--- src/rtl/wiep_pkg.sv ---
// ----------------------------------------------------------------------------
// wiep_pkg
// Shared types and constants for the information element parser.
// ----------------------------------------------------------------------------
package wiep_pkg;

  localparam int MAX_REGION_BYTES = 4096;
  localparam int POS_W            = $clog2(MAX_REGION_BYTES + 1);
  localparam int FIFO_DEPTH       = 4;
  localparam int FIFO_PTR_W       = $clog2(FIFO_DEPTH);
  localparam int FIFO_CNT_W       = $clog2(FIFO_DEPTH + 1);
  localparam int RATE_BITS        = 126;

  typedef logic [POS_W-1:0] pos_t;
  typedef logic [11:0]      ofs_t;

  localparam pos_t REGION_LIMIT = pos_t'(MAX_REGION_BYTES);

  // element ids
  localparam logic [7:0] EID_SSID      = 8'd0;
  localparam logic [7:0] EID_RATES     = 8'd1;
  localparam logic [7:0] EID_CHANNEL   = 8'd3;
  localparam logic [7:0] EID_RSN       = 8'd48;
  localparam logic [7:0] EID_EXT_RATES = 8'd50;

  // length limits
  localparam logic [7:0] SSID_MAX_LEN  = 8'd32;
  localparam logic [7:0] RATES_MAX_LEN = 8'd8;
  localparam logic [7:0] CHANNEL_LEN   = 8'd1;

  // rate values that carry no bit
  localparam logic [6:0] RATE_SKIP_LO = 7'd126;
  localparam logic [6:0] RATE_SKIP_HI = 7'd127;

  typedef struct packed {
    logic [RATE_BITS-1:0] rates;
    logic [5:0]           ssid_length;
    logic                 channel_seen;
    logic [7:0]           channel_number;
    logic                 rsn_seen;
    ofs_t                 rsn_offset;
    logic [7:0]           rsn_length;
    logic                 region_valid;
  } wiep_sum_t;

  typedef struct packed {
    logic      has_ssid;
    logic [7:0] ssid_byte;
    logic      has_sum;
    wiep_sum_t sum;
  } wiep_entry_t;

endpackage

--- src/rtl/wiep_parse.sv ---
// ----------------------------------------------------------------------------
// wiep_parse
// Element walker: per-frame parse state and the result entry for one byte.
// ----------------------------------------------------------------------------
module wiep_parse (
  input  logic                 clk,
  input  logic                 rst,
  input  logic                 take,
  input  logic [7:0]           data_byte,
  input  logic                 carries_byte,
  input  logic                 end_of_region,
  output wiep_pkg::wiep_entry_t entry,
  output logic                 push
);

  typedef enum logic [1:0] {PH_ID, PH_LEN, PH_BODY} phase_t;

  wiep_pkg::pos_t                 byte_position, byte_position_next;
  phase_t                         parse_phase, parse_phase_next;
  logic [7:0]                     element_id, element_id_next;
  logic [7:0]                     bytes_left, bytes_left_next;
  logic                           frame_error, frame_error_next;
  logic [wiep_pkg::RATE_BITS-1:0] rate_map, rate_map_next;
  logic [5:0]                     held_ssid_size, held_ssid_size_next;
  logic [7:0]                     held_channel, held_channel_next;
  logic                           held_channel_flag, held_channel_flag_next;
  wiep_pkg::pos_t                 held_rsn_start, held_rsn_start_next;
  logic [7:0]                     held_rsn_size, held_rsn_size_next;
  logic                           held_rsn_flag, held_rsn_flag_next;

  logic       emit;
  logic       len_ok;
  logic       valid_now;
  logic [6:0] rate_idx;

  assign rate_idx = data_byte[6:0];

  always_comb begin
    byte_position_next     = byte_position;
    parse_phase_next       = parse_phase;
    element_id_next        = element_id;
    bytes_left_next        = bytes_left;
    frame_error_next       = frame_error;
    rate_map_next          = rate_map;
    held_ssid_size_next    = held_ssid_size;
    held_channel_next      = held_channel;
    held_channel_flag_next = held_channel_flag;
    held_rsn_start_next    = held_rsn_start;
    held_rsn_size_next     = held_rsn_size;
    held_rsn_flag_next     = held_rsn_flag;
    emit                   = 1'b0;
    len_ok                 = 1'b1;

    if (carries_byte && !frame_error) begin
      if (byte_position >= wiep_pkg::REGION_LIMIT) begin
        frame_error_next = 1'b1;
      end else begin
        byte_position_next = byte_position + wiep_pkg::pos_t'(1);
        case (parse_phase)
          PH_ID: begin
            element_id_next  = data_byte;
            parse_phase_next = PH_LEN;
          end
          PH_LEN: begin
            case (element_id)
              wiep_pkg::EID_SSID: begin
                if (data_byte > wiep_pkg::SSID_MAX_LEN) begin
                  len_ok = 1'b0;
                end else begin
                  held_ssid_size_next = data_byte[5:0];
                end
              end
              wiep_pkg::EID_CHANNEL: len_ok = (data_byte == wiep_pkg::CHANNEL_LEN);
              wiep_pkg::EID_RATES:   len_ok = (data_byte <= wiep_pkg::RATES_MAX_LEN);
              wiep_pkg::EID_RSN: begin
                held_rsn_start_next = byte_position_next;
                held_rsn_size_next  = data_byte;
                held_rsn_flag_next  = 1'b1;
              end
              default: ;
            endcase
            if (!len_ok) begin
              frame_error_next = 1'b1;
            end else begin
              bytes_left_next  = data_byte;
              parse_phase_next = (data_byte == 8'd0) ? PH_ID : PH_BODY;
            end
          end
          PH_BODY: begin
            case (element_id)
              wiep_pkg::EID_SSID: emit = 1'b1;
              wiep_pkg::EID_CHANNEL: begin
                held_channel_next      = data_byte;
                held_channel_flag_next = 1'b1;
              end
              wiep_pkg::EID_RATES, wiep_pkg::EID_EXT_RATES: begin
                if (rate_idx != wiep_pkg::RATE_SKIP_LO && rate_idx != wiep_pkg::RATE_SKIP_HI) begin
                  rate_map_next[rate_idx] = 1'b1;
                end
              end
              default: ;
            endcase
            bytes_left_next = bytes_left - 8'd1;
            if (bytes_left_next == 8'd0) begin
              parse_phase_next = PH_ID;
            end
          end
          default: ;
        endcase
      end
    end
  end

  // summary reflects the state after this item's byte
  assign valid_now = !frame_error_next && (parse_phase_next == PH_ID);

  always_comb begin
    entry.has_ssid  = emit;
    entry.ssid_byte = data_byte;
    entry.has_sum   = end_of_region;
    entry.sum       = '0;
    if (valid_now) begin
      entry.sum.rates          = rate_map_next;
      entry.sum.ssid_length    = held_ssid_size_next;
      entry.sum.channel_seen   = held_channel_flag_next;
      entry.sum.channel_number = held_channel_next;
      entry.sum.rsn_seen       = held_rsn_flag_next;
      entry.sum.rsn_offset     = wiep_pkg::ofs_t'(held_rsn_start_next);
      entry.sum.rsn_length     = held_rsn_size_next;
      entry.sum.region_valid   = 1'b1;
    end
  end

  assign push = take && (emit || end_of_region);

  always_ff @(posedge clk) begin
    if (rst || (take && end_of_region)) begin
      byte_position     <= '0;
      parse_phase       <= PH_ID;
      element_id        <= '0;
      bytes_left        <= '0;
      frame_error       <= 1'b0;
      rate_map          <= '0;
      held_ssid_size    <= '0;
      held_channel      <= '0;
      held_channel_flag <= 1'b0;
      held_rsn_start    <= '0;
      held_rsn_size     <= '0;
      held_rsn_flag     <= 1'b0;
    end else if (take) begin
      byte_position     <= byte_position_next;
      parse_phase       <= parse_phase_next;
      element_id        <= element_id_next;
      bytes_left        <= bytes_left_next;
      frame_error       <= frame_error_next;
      rate_map          <= rate_map_next;
      held_ssid_size    <= held_ssid_size_next;
      held_channel      <= held_channel_next;
      held_channel_flag <= held_channel_flag_next;
      held_rsn_start    <= held_rsn_start_next;
      held_rsn_size     <= held_rsn_size_next;
      held_rsn_flag     <= held_rsn_flag_next;
    end
  end

endmodule

--- src/rtl/wifi_information_element_parser_core.sv ---
// ----------------------------------------------------------------------------
// wifi_information_element_parser_core
// Takes one information-element byte per cycle and walks the id, length,
// body elements of the region. Each input transfer is parsed in the cycle
// it is taken and its results are written into a four-entry result queue;
// SSID body bytes come out as they arrive and the last item of a region
// gives a summary of rates, SSID length, channel and RSN placement. Input
// is taken every cycle while the queue has room; an item that closes a
// region and also carries an SSID byte gives two results and holds its
// queue entry for two output transfers. Parse state clears after each
// summary, so frames follow each other with no gap.
// ----------------------------------------------------------------------------
module wifi_information_element_parser_core (
  input  logic        clk,
  input  logic        rst,
  input  logic        in_valid,
  output logic        in_stall,
  input  logic [7:0]  data_byte,
  input  logic        carries_byte,
  input  logic        end_of_region,
  output logic        out_valid,
  input  logic        out_stall,
  output logic        is_summary,
  output logic [7:0]  ssid_byte,
  output logic [63:0] rates_low,
  output logic [61:0] rates_high,
  output logic [5:0]  ssid_length,
  output logic        channel_seen,
  output logic [7:0]  channel_number,
  output logic        rsn_seen,
  output logic [11:0] rsn_offset,
  output logic [7:0]  rsn_length,
  output logic        region_valid,
  output logic        last_of_run
);

  wiep_pkg::wiep_entry_t entry;
  wiep_pkg::wiep_entry_t head;
  wiep_pkg::wiep_entry_t fifo_mem [wiep_pkg::FIFO_DEPTH];

  logic [wiep_pkg::FIFO_PTR_W-1:0] wr_ptr;
  logic [wiep_pkg::FIFO_PTR_W-1:0] rd_ptr;
  logic [wiep_pkg::FIFO_CNT_W-1:0] count;
  logic                            sum_phase;

  logic in_xfer;
  logic push;
  logic out_xfer;
  logic pop;
  logic sum_out;

  assign in_stall = (count == wiep_pkg::FIFO_CNT_W'(wiep_pkg::FIFO_DEPTH));
  assign in_xfer  = in_valid && !in_stall;

  wiep_parse u_parse (
    .clk           (clk),
    .rst           (rst),
    .take          (in_xfer),
    .data_byte     (data_byte),
    .carries_byte  (carries_byte),
    .end_of_region (end_of_region),
    .entry         (entry),
    .push          (push)
  );

  assign head      = fifo_mem[rd_ptr];
  assign out_valid = (count != '0);
  assign sum_out   = !head.has_ssid || sum_phase;
  assign out_xfer  = out_valid && !out_stall;
  assign pop       = out_xfer && (sum_out || !head.has_sum);

  always_ff @(posedge clk) begin
    if (push) begin
      fifo_mem[wr_ptr] <= entry;
    end
  end

  always_ff @(posedge clk) begin
    if (rst) begin
      wr_ptr    <= '0;
      rd_ptr    <= '0;
      count     <= '0;
      sum_phase <= 1'b0;
    end else begin
      if (push) begin
        wr_ptr <= wr_ptr + wiep_pkg::FIFO_PTR_W'(1);
      end
      if (pop) begin
        rd_ptr <= rd_ptr + wiep_pkg::FIFO_PTR_W'(1);
      end
      count <= count + wiep_pkg::FIFO_CNT_W'(push) - wiep_pkg::FIFO_CNT_W'(pop);
      if (out_xfer) begin
        sum_phase <= !pop;
      end
    end
  end

  always_comb begin
    is_summary     = sum_out;
    ssid_byte      = sum_out ? 8'd0 : head.ssid_byte;
    rates_low      = sum_out ? head.sum.rates[63:0] : 64'd0;
    rates_high     = sum_out ? head.sum.rates[wiep_pkg::RATE_BITS-1:64] : 62'd0;
    ssid_length    = sum_out ? head.sum.ssid_length : 6'd0;
    channel_seen   = sum_out && head.sum.channel_seen;
    channel_number = sum_out ? head.sum.channel_number : 8'd0;
    rsn_seen       = sum_out && head.sum.rsn_seen;
    rsn_offset     = sum_out ? head.sum.rsn_offset : 12'd0;
    rsn_length     = sum_out ? head.sum.rsn_length : 8'd0;
    region_valid   = sum_out && head.sum.region_valid;
    last_of_run    = sum_out || !head.has_sum;
  end

  // queue never overfills
  a_count_bound: assert property (@(posedge clk) disable iff (rst)
    count <= wiep_pkg::FIFO_CNT_W'(wiep_pkg::FIFO_DEPTH))
    else $error("result queue count out of range");

  // second half of a two-result entry only on an entry that has both
  a_sum_phase: assert property (@(posedge clk) disable iff (rst)
    sum_phase |-> out_valid && head.has_ssid && head.has_sum)
    else $error("summary phase on a single-result entry");

  // an ssid result that is not last is followed by its summary
  a_pair_order: assert property (@(posedge clk) disable iff (rst)
    out_xfer && !is_summary && !last_of_run |=> out_valid && is_summary)
    else $error("summary did not follow its ssid byte");

  // a failed region reports no held values
  a_invalid_zero: assert property (@(posedge clk) disable iff (rst)
    out_valid && is_summary && !region_valid |->
      rates_low == 64'd0 && rates_high == 62'd0 && ssid_length == 6'd0 && !rsn_seen)
    else $error("invalid summary carries data");

endmodule
--- config.mk ---
export PLATFORM = sky130hd
export DESIGN_NAME = wifi_information_element_parser_core
export DESIGN_NICKNAME = d
export VERILOG_FILES = /design/src/rtl/wiep_pkg.sv /design/src/rtl/wiep_parse.sv /design/src/rtl/wifi_information_element_parser_core.sv
export SDC_FILE = /design/constraint.sdc
export NUM_CORES = 1
export LEC_CHECK = 0
export ABC_AREA = 1
export BUFFER_PORTS_ARGS = -buffer_cell sky130_fd_sc_hd__buf_2
export CAP_MARGIN = 20
export CORE_MARGIN = 10
export CORE_UTILIZATION = 55
export CTS_CLUSTER_DIAMETER = 80
export DETAILED_ROUTE_END_ITERATION = 12
export GPL_ROUTABILITY_DRIVEN = 0
export GPL_TIMING_DRIVEN = 0
export PLACE_DENSITY = 0.73
export SLEW_MARGIN = 5
export SYNTH_ARGS = -nofsm -noshare
export SYNTH_HDL_FRONTEND = slang
export SYNTH_SLANG_ARGS = --single-unit
--- constraint.sdc ---
create_clock -name clk -period 27.8 [get_ports clk]
set_input_delay 1.39 -clock clk [delete_from_list [all_inputs] [get_ports clk]]
set_output_delay 1.39 -clock clk [all_outputs]
set_load 0.05 [all_outputs]
==> flow_summary_export.csv <==
group,metric,value,unit
setup_path,crit_arrival,4440,ps
final_layout,final_cells,4834,
grt,grt_max_degree,28,
clocking,cts_setup_buffers,0,
grt,grt_pass1_vias,25900,
yosys,ys.flop_type,"edfxtp_1",
sta,clock-skew-final,27.5,ps
clocking,clk_latency,650,ps
floorplanning,dieArea,79700,µm²
routing,route.vias.total,27500,
final_layout,ff_latch_area,24900,µm²
routing,viasPerCell,5.69,
yosys,syn_inst,3577,
floorplanning,num_rows,96,
clocking,clkSinkCount,896,
yosys,syn_nets,3602,
yosys,ys_types,42,
clocking,cts_tree,"done",
placement,dp_hpwl,65900,µm
clocking,cts_buffer_depth,3,
clocking,cts_resized,0,
power,p_leak,16.0,nW
clocking,path_clk_slew,60,ps
routing,drc_errors,0,
yosys,yosys_warnings,0,
sta,max_freq,172,MHz
yosys,ys_ff_latch,896,
setup_path,required,26410,ps
status,outcome,"completed",
yosys,synthesis.area,37800,µm²
setup_path,critical-path-max-stage-delay,930,ps
grt,grt-ovfl-total,0,
sta,rsz0062_at_grt,"no",
yosys,ys_seq_area_share,65.7,%
setup_path,worstSetupPathType,"reg -> out",
final_layout,multi_input_area,10400,µm²
setup_path,slowest_stage,"clkbuf_1",
floorplanning,coreArea,68300,µm²
sta,max_slew_margin,21.3,%
setup_path,critPathMaxFanout,10,
sta,tightest_slew,1180,ps
final_layout,fin_nets,3908,
worst_hold_path,min-delay-start,"u_parse.held_rsn_start[5]",
sta,final.setup.tns,0,ps
floorplanning,dieWidth,282,µm
floorplanning,initial_utilization,55.4,%
clocking,cts_hold_buffers,0,
setup_path,r2r-start,"count[1]",
routing,ant_nets,0,
routing,first_iter_violations,3094,
setup_path,crit_chain,"inv_1 > clkbuf_1 > clkbuf_1 > clkbuf_1 > nor2_1 > o22ai_1 > nand2_1 > inv_1 > buf_2",
floorplanning,die_h,282,µm
setup_path,startpoint_type,"flip-flop",
grt,antenna_found_initial,6,
placement,placed_cells,4678,
sta,hold_viol,0,
worst_hold_path,min_path_type,"reg -> reg",
routing,drt-pass1-iter-count,8,
setup_path,rrSetupSlack,24170,ps
grt,grt_pass1_wl,149000,µm
setup_path,cp-end-kind,"output pin",
yosys,synth_edf_count,692,
clocking,htree_levels,3,
yosys,syn_area_per_cell,10.6,µm²
sta,fin_crit,5830,ps
flow_run,drv_cap,0,
power,power_density,91.9,nW/µm²
placement,io_buffers,188,
final_layout,area_growth_syn_to_layout,14.3,%
setup_path,cpMostUsedCell,"clkbuf_1",
sta,setup_viol_count_final,0,
sta,fin_crit_sh,21.0,%
yosys,synthArstFlopShare,0,%
clocking,cts_root_buf,"clkbuf_16",
power,worst_ir_drop_vdd,0.0000700,V
grt,grt.total_usage,24.2,%
floorplanning,ios,189,
final_layout,drive_gt1_share,16.7,%
routing,wl_per_cell,20.4,µm
clocking,numCtsBuffers,85,
sta,drv_slew,0,
routing,routed_wl,98700,µm
final_layout,fill_cells,5257,
==> placed cells by master, fill, tap and decap left out, types with 6 or more instances in the layout <==
cell and count:
nor2_4 73, clkinv_1 10, dfxtp_1 204, clkbuf_16 87, ha_1 10, o21ai_0 549, buf_12 30, nand4_1 6
xor2_1 7, clkinv_2 12, nor3_1 9, o21bai_1 7, a31o_2 116, inv_1 336, buf_16 8, nand2_1 292
nor2_2 9, o211ai_1 12, nand3_1 31, inv_2 80, a21oi_1 63, a31oi_1 6, buf_2 210, buf_1 11
nor2_1 655, o22ai_1 163, edfxtp_1 692, clkbuf_1 211
==> cells in the mapped netlist (2+ instances only) <==
| master | n | area share, % |
|---|---|---|
| nand4_1 | 6 | 0.099 |
| nor3_1 | 9 | 0.12 |
| nand2_1 | 292 | 2.9 |
| xor2_1 | 7 | 0.16 |
| inv_1 | 336 | 3.3 |
| nor2_1 | 659 | 6.5 |
| nand3_2 | 3 | 0.079 |
| nor2_4 | 69 | 2.1 |
| nor2_2 | 9 | 0.15 |
| buf_2 | 22 | 0.29 |
| o21a_1 | 2 | 0.040 |
| o21bai_1 | 7 | 0.14 |
| a21oi_1 | 63 | 0.83 |
| o22ai_1 | 163 | 2.7 |
| nand2_4 | 3 | 0.089 |
| edfxtp_1 | 692 | 55 |
| nand3_1 | 31 | 0.41 |
| inv_2 | 80 | 0.79 |
| nor4_1 | 4 | 0.066 |
| o21ai_0 | 549 | 7.3 |
| buf_12 | 8 | 0.42 |
| ha_1 | 10 | 0.33 |
| a31o_2 | 116 | 2.7 |
| o21ai_1 | 2 | 0.026 |
| dfxtp_1 | 204 | 11 |
| o211ai_1 | 12 | 0.24 |
| nand2_2 | 3 | 0.050 |
| buf_1 | 11 | 0.11 |
| a31oi_1 | 6 | 0.099 |
| a211oi_1 | 5 | 0.099 |
| clkbuf_1 | 183 | 1.8 |
==> flip-flops by register name (all words and copies together), names as in the netlist, 3 cells and up, named ones only <==
register and cells:
u_parse.held_rsn_start 12, fifo_mem 692, u_parse.held_ssid_size 6, u_parse.byte_position 13, u_parse.rate_map 126, u_parse.bytes_left 8
u_parse.held_rsn_size 8, u_parse.element_id 8, count 3, u_parse.held_channel 8
==> worst paths after layout <==
path                                                  end  depth (start not counted)
worst max-delay path                        rates_low[63]                          9
worst min-delay path            u_parse.held_rsn_start[5]                          2
worst max register to register            fifo_mem[2][14]                         12
worst min register to register  u_parse.held_rsn_start[5]                          2
==> layer usage <==
metal	vias up	track usage [%]	wire length, µm
met5	-	0	41
li1	12900	-	-
met2	1247	39.9	47500
met1	13200	31.8	39500
met4	6	10.4	3770
met3	222	3.62	7940
==> cell families after synthesis <==
kind of cell | Yosys count | share of synthesized area, %
compound gates | 927 | 14.2
xor+xnor | 8 | 0.185
simple gates | 1094 | 12.7
flops | 896 | 65.7
buf+inv | 641 | 6.80
fa+ha+maj | 11 | 0.384
==> worst max-delay path: cells and delay by family, from the launching register on <==
kind | cells | cell delay, ps
buffers and inverters | 6 | 3020
flip-flops | 1 | 360
AO/OA/AOI/OAI | 1 | 210
AND/OR/NAND/NOR | 2 | 190
==> per-stage QoR <==
step	power, W	util [%]	cell area, µm²	hold WS (ps)	setup WS [ps]
floorplan	0.00250	-	37800	425	17490
global placement	0.00289	58.4	39900	437	11190
detailed placement	0.00289	59.4	40600	440	22770
CTS	0.00399	63.3	43200	451	22050
global route	0.00413	63.3	43200	469	21970
finish	0.00397	63.3	43200	449	21970
==> report_power, final <==
| part | internal (W) | leakage (nW) | switching [W] | total (W) |
|---|---|---|---|---|
| Combinational | 0.000284 | 6.76 | 0.00105 | 0.00134 |
| Sequential | 0.00150 | 7.91 | 0.0000195 | 0.00152 |
| Clock | 0.000632 | 1.29 | 0.000482 | 0.00111 |
==> final cells by class <==
| class | instances | share of cell area (%) |
|---|---|---|
| antenna | 2 | 0.0116 |
| sequential | 896 | 57.5 |
| timing repair buffer | 219 | 3.74 |
| clock buffer | 119 | 5.38 |
| inverter | 416 | 3.61 |
| multi-input combinational | 2040 | 24.1 |
| clock inverter | 35 | 0.755 |
| buffer | 225 | 2.34 |
| tap | 882 | 2.55 |
Power figures use the tool's default switching activity.
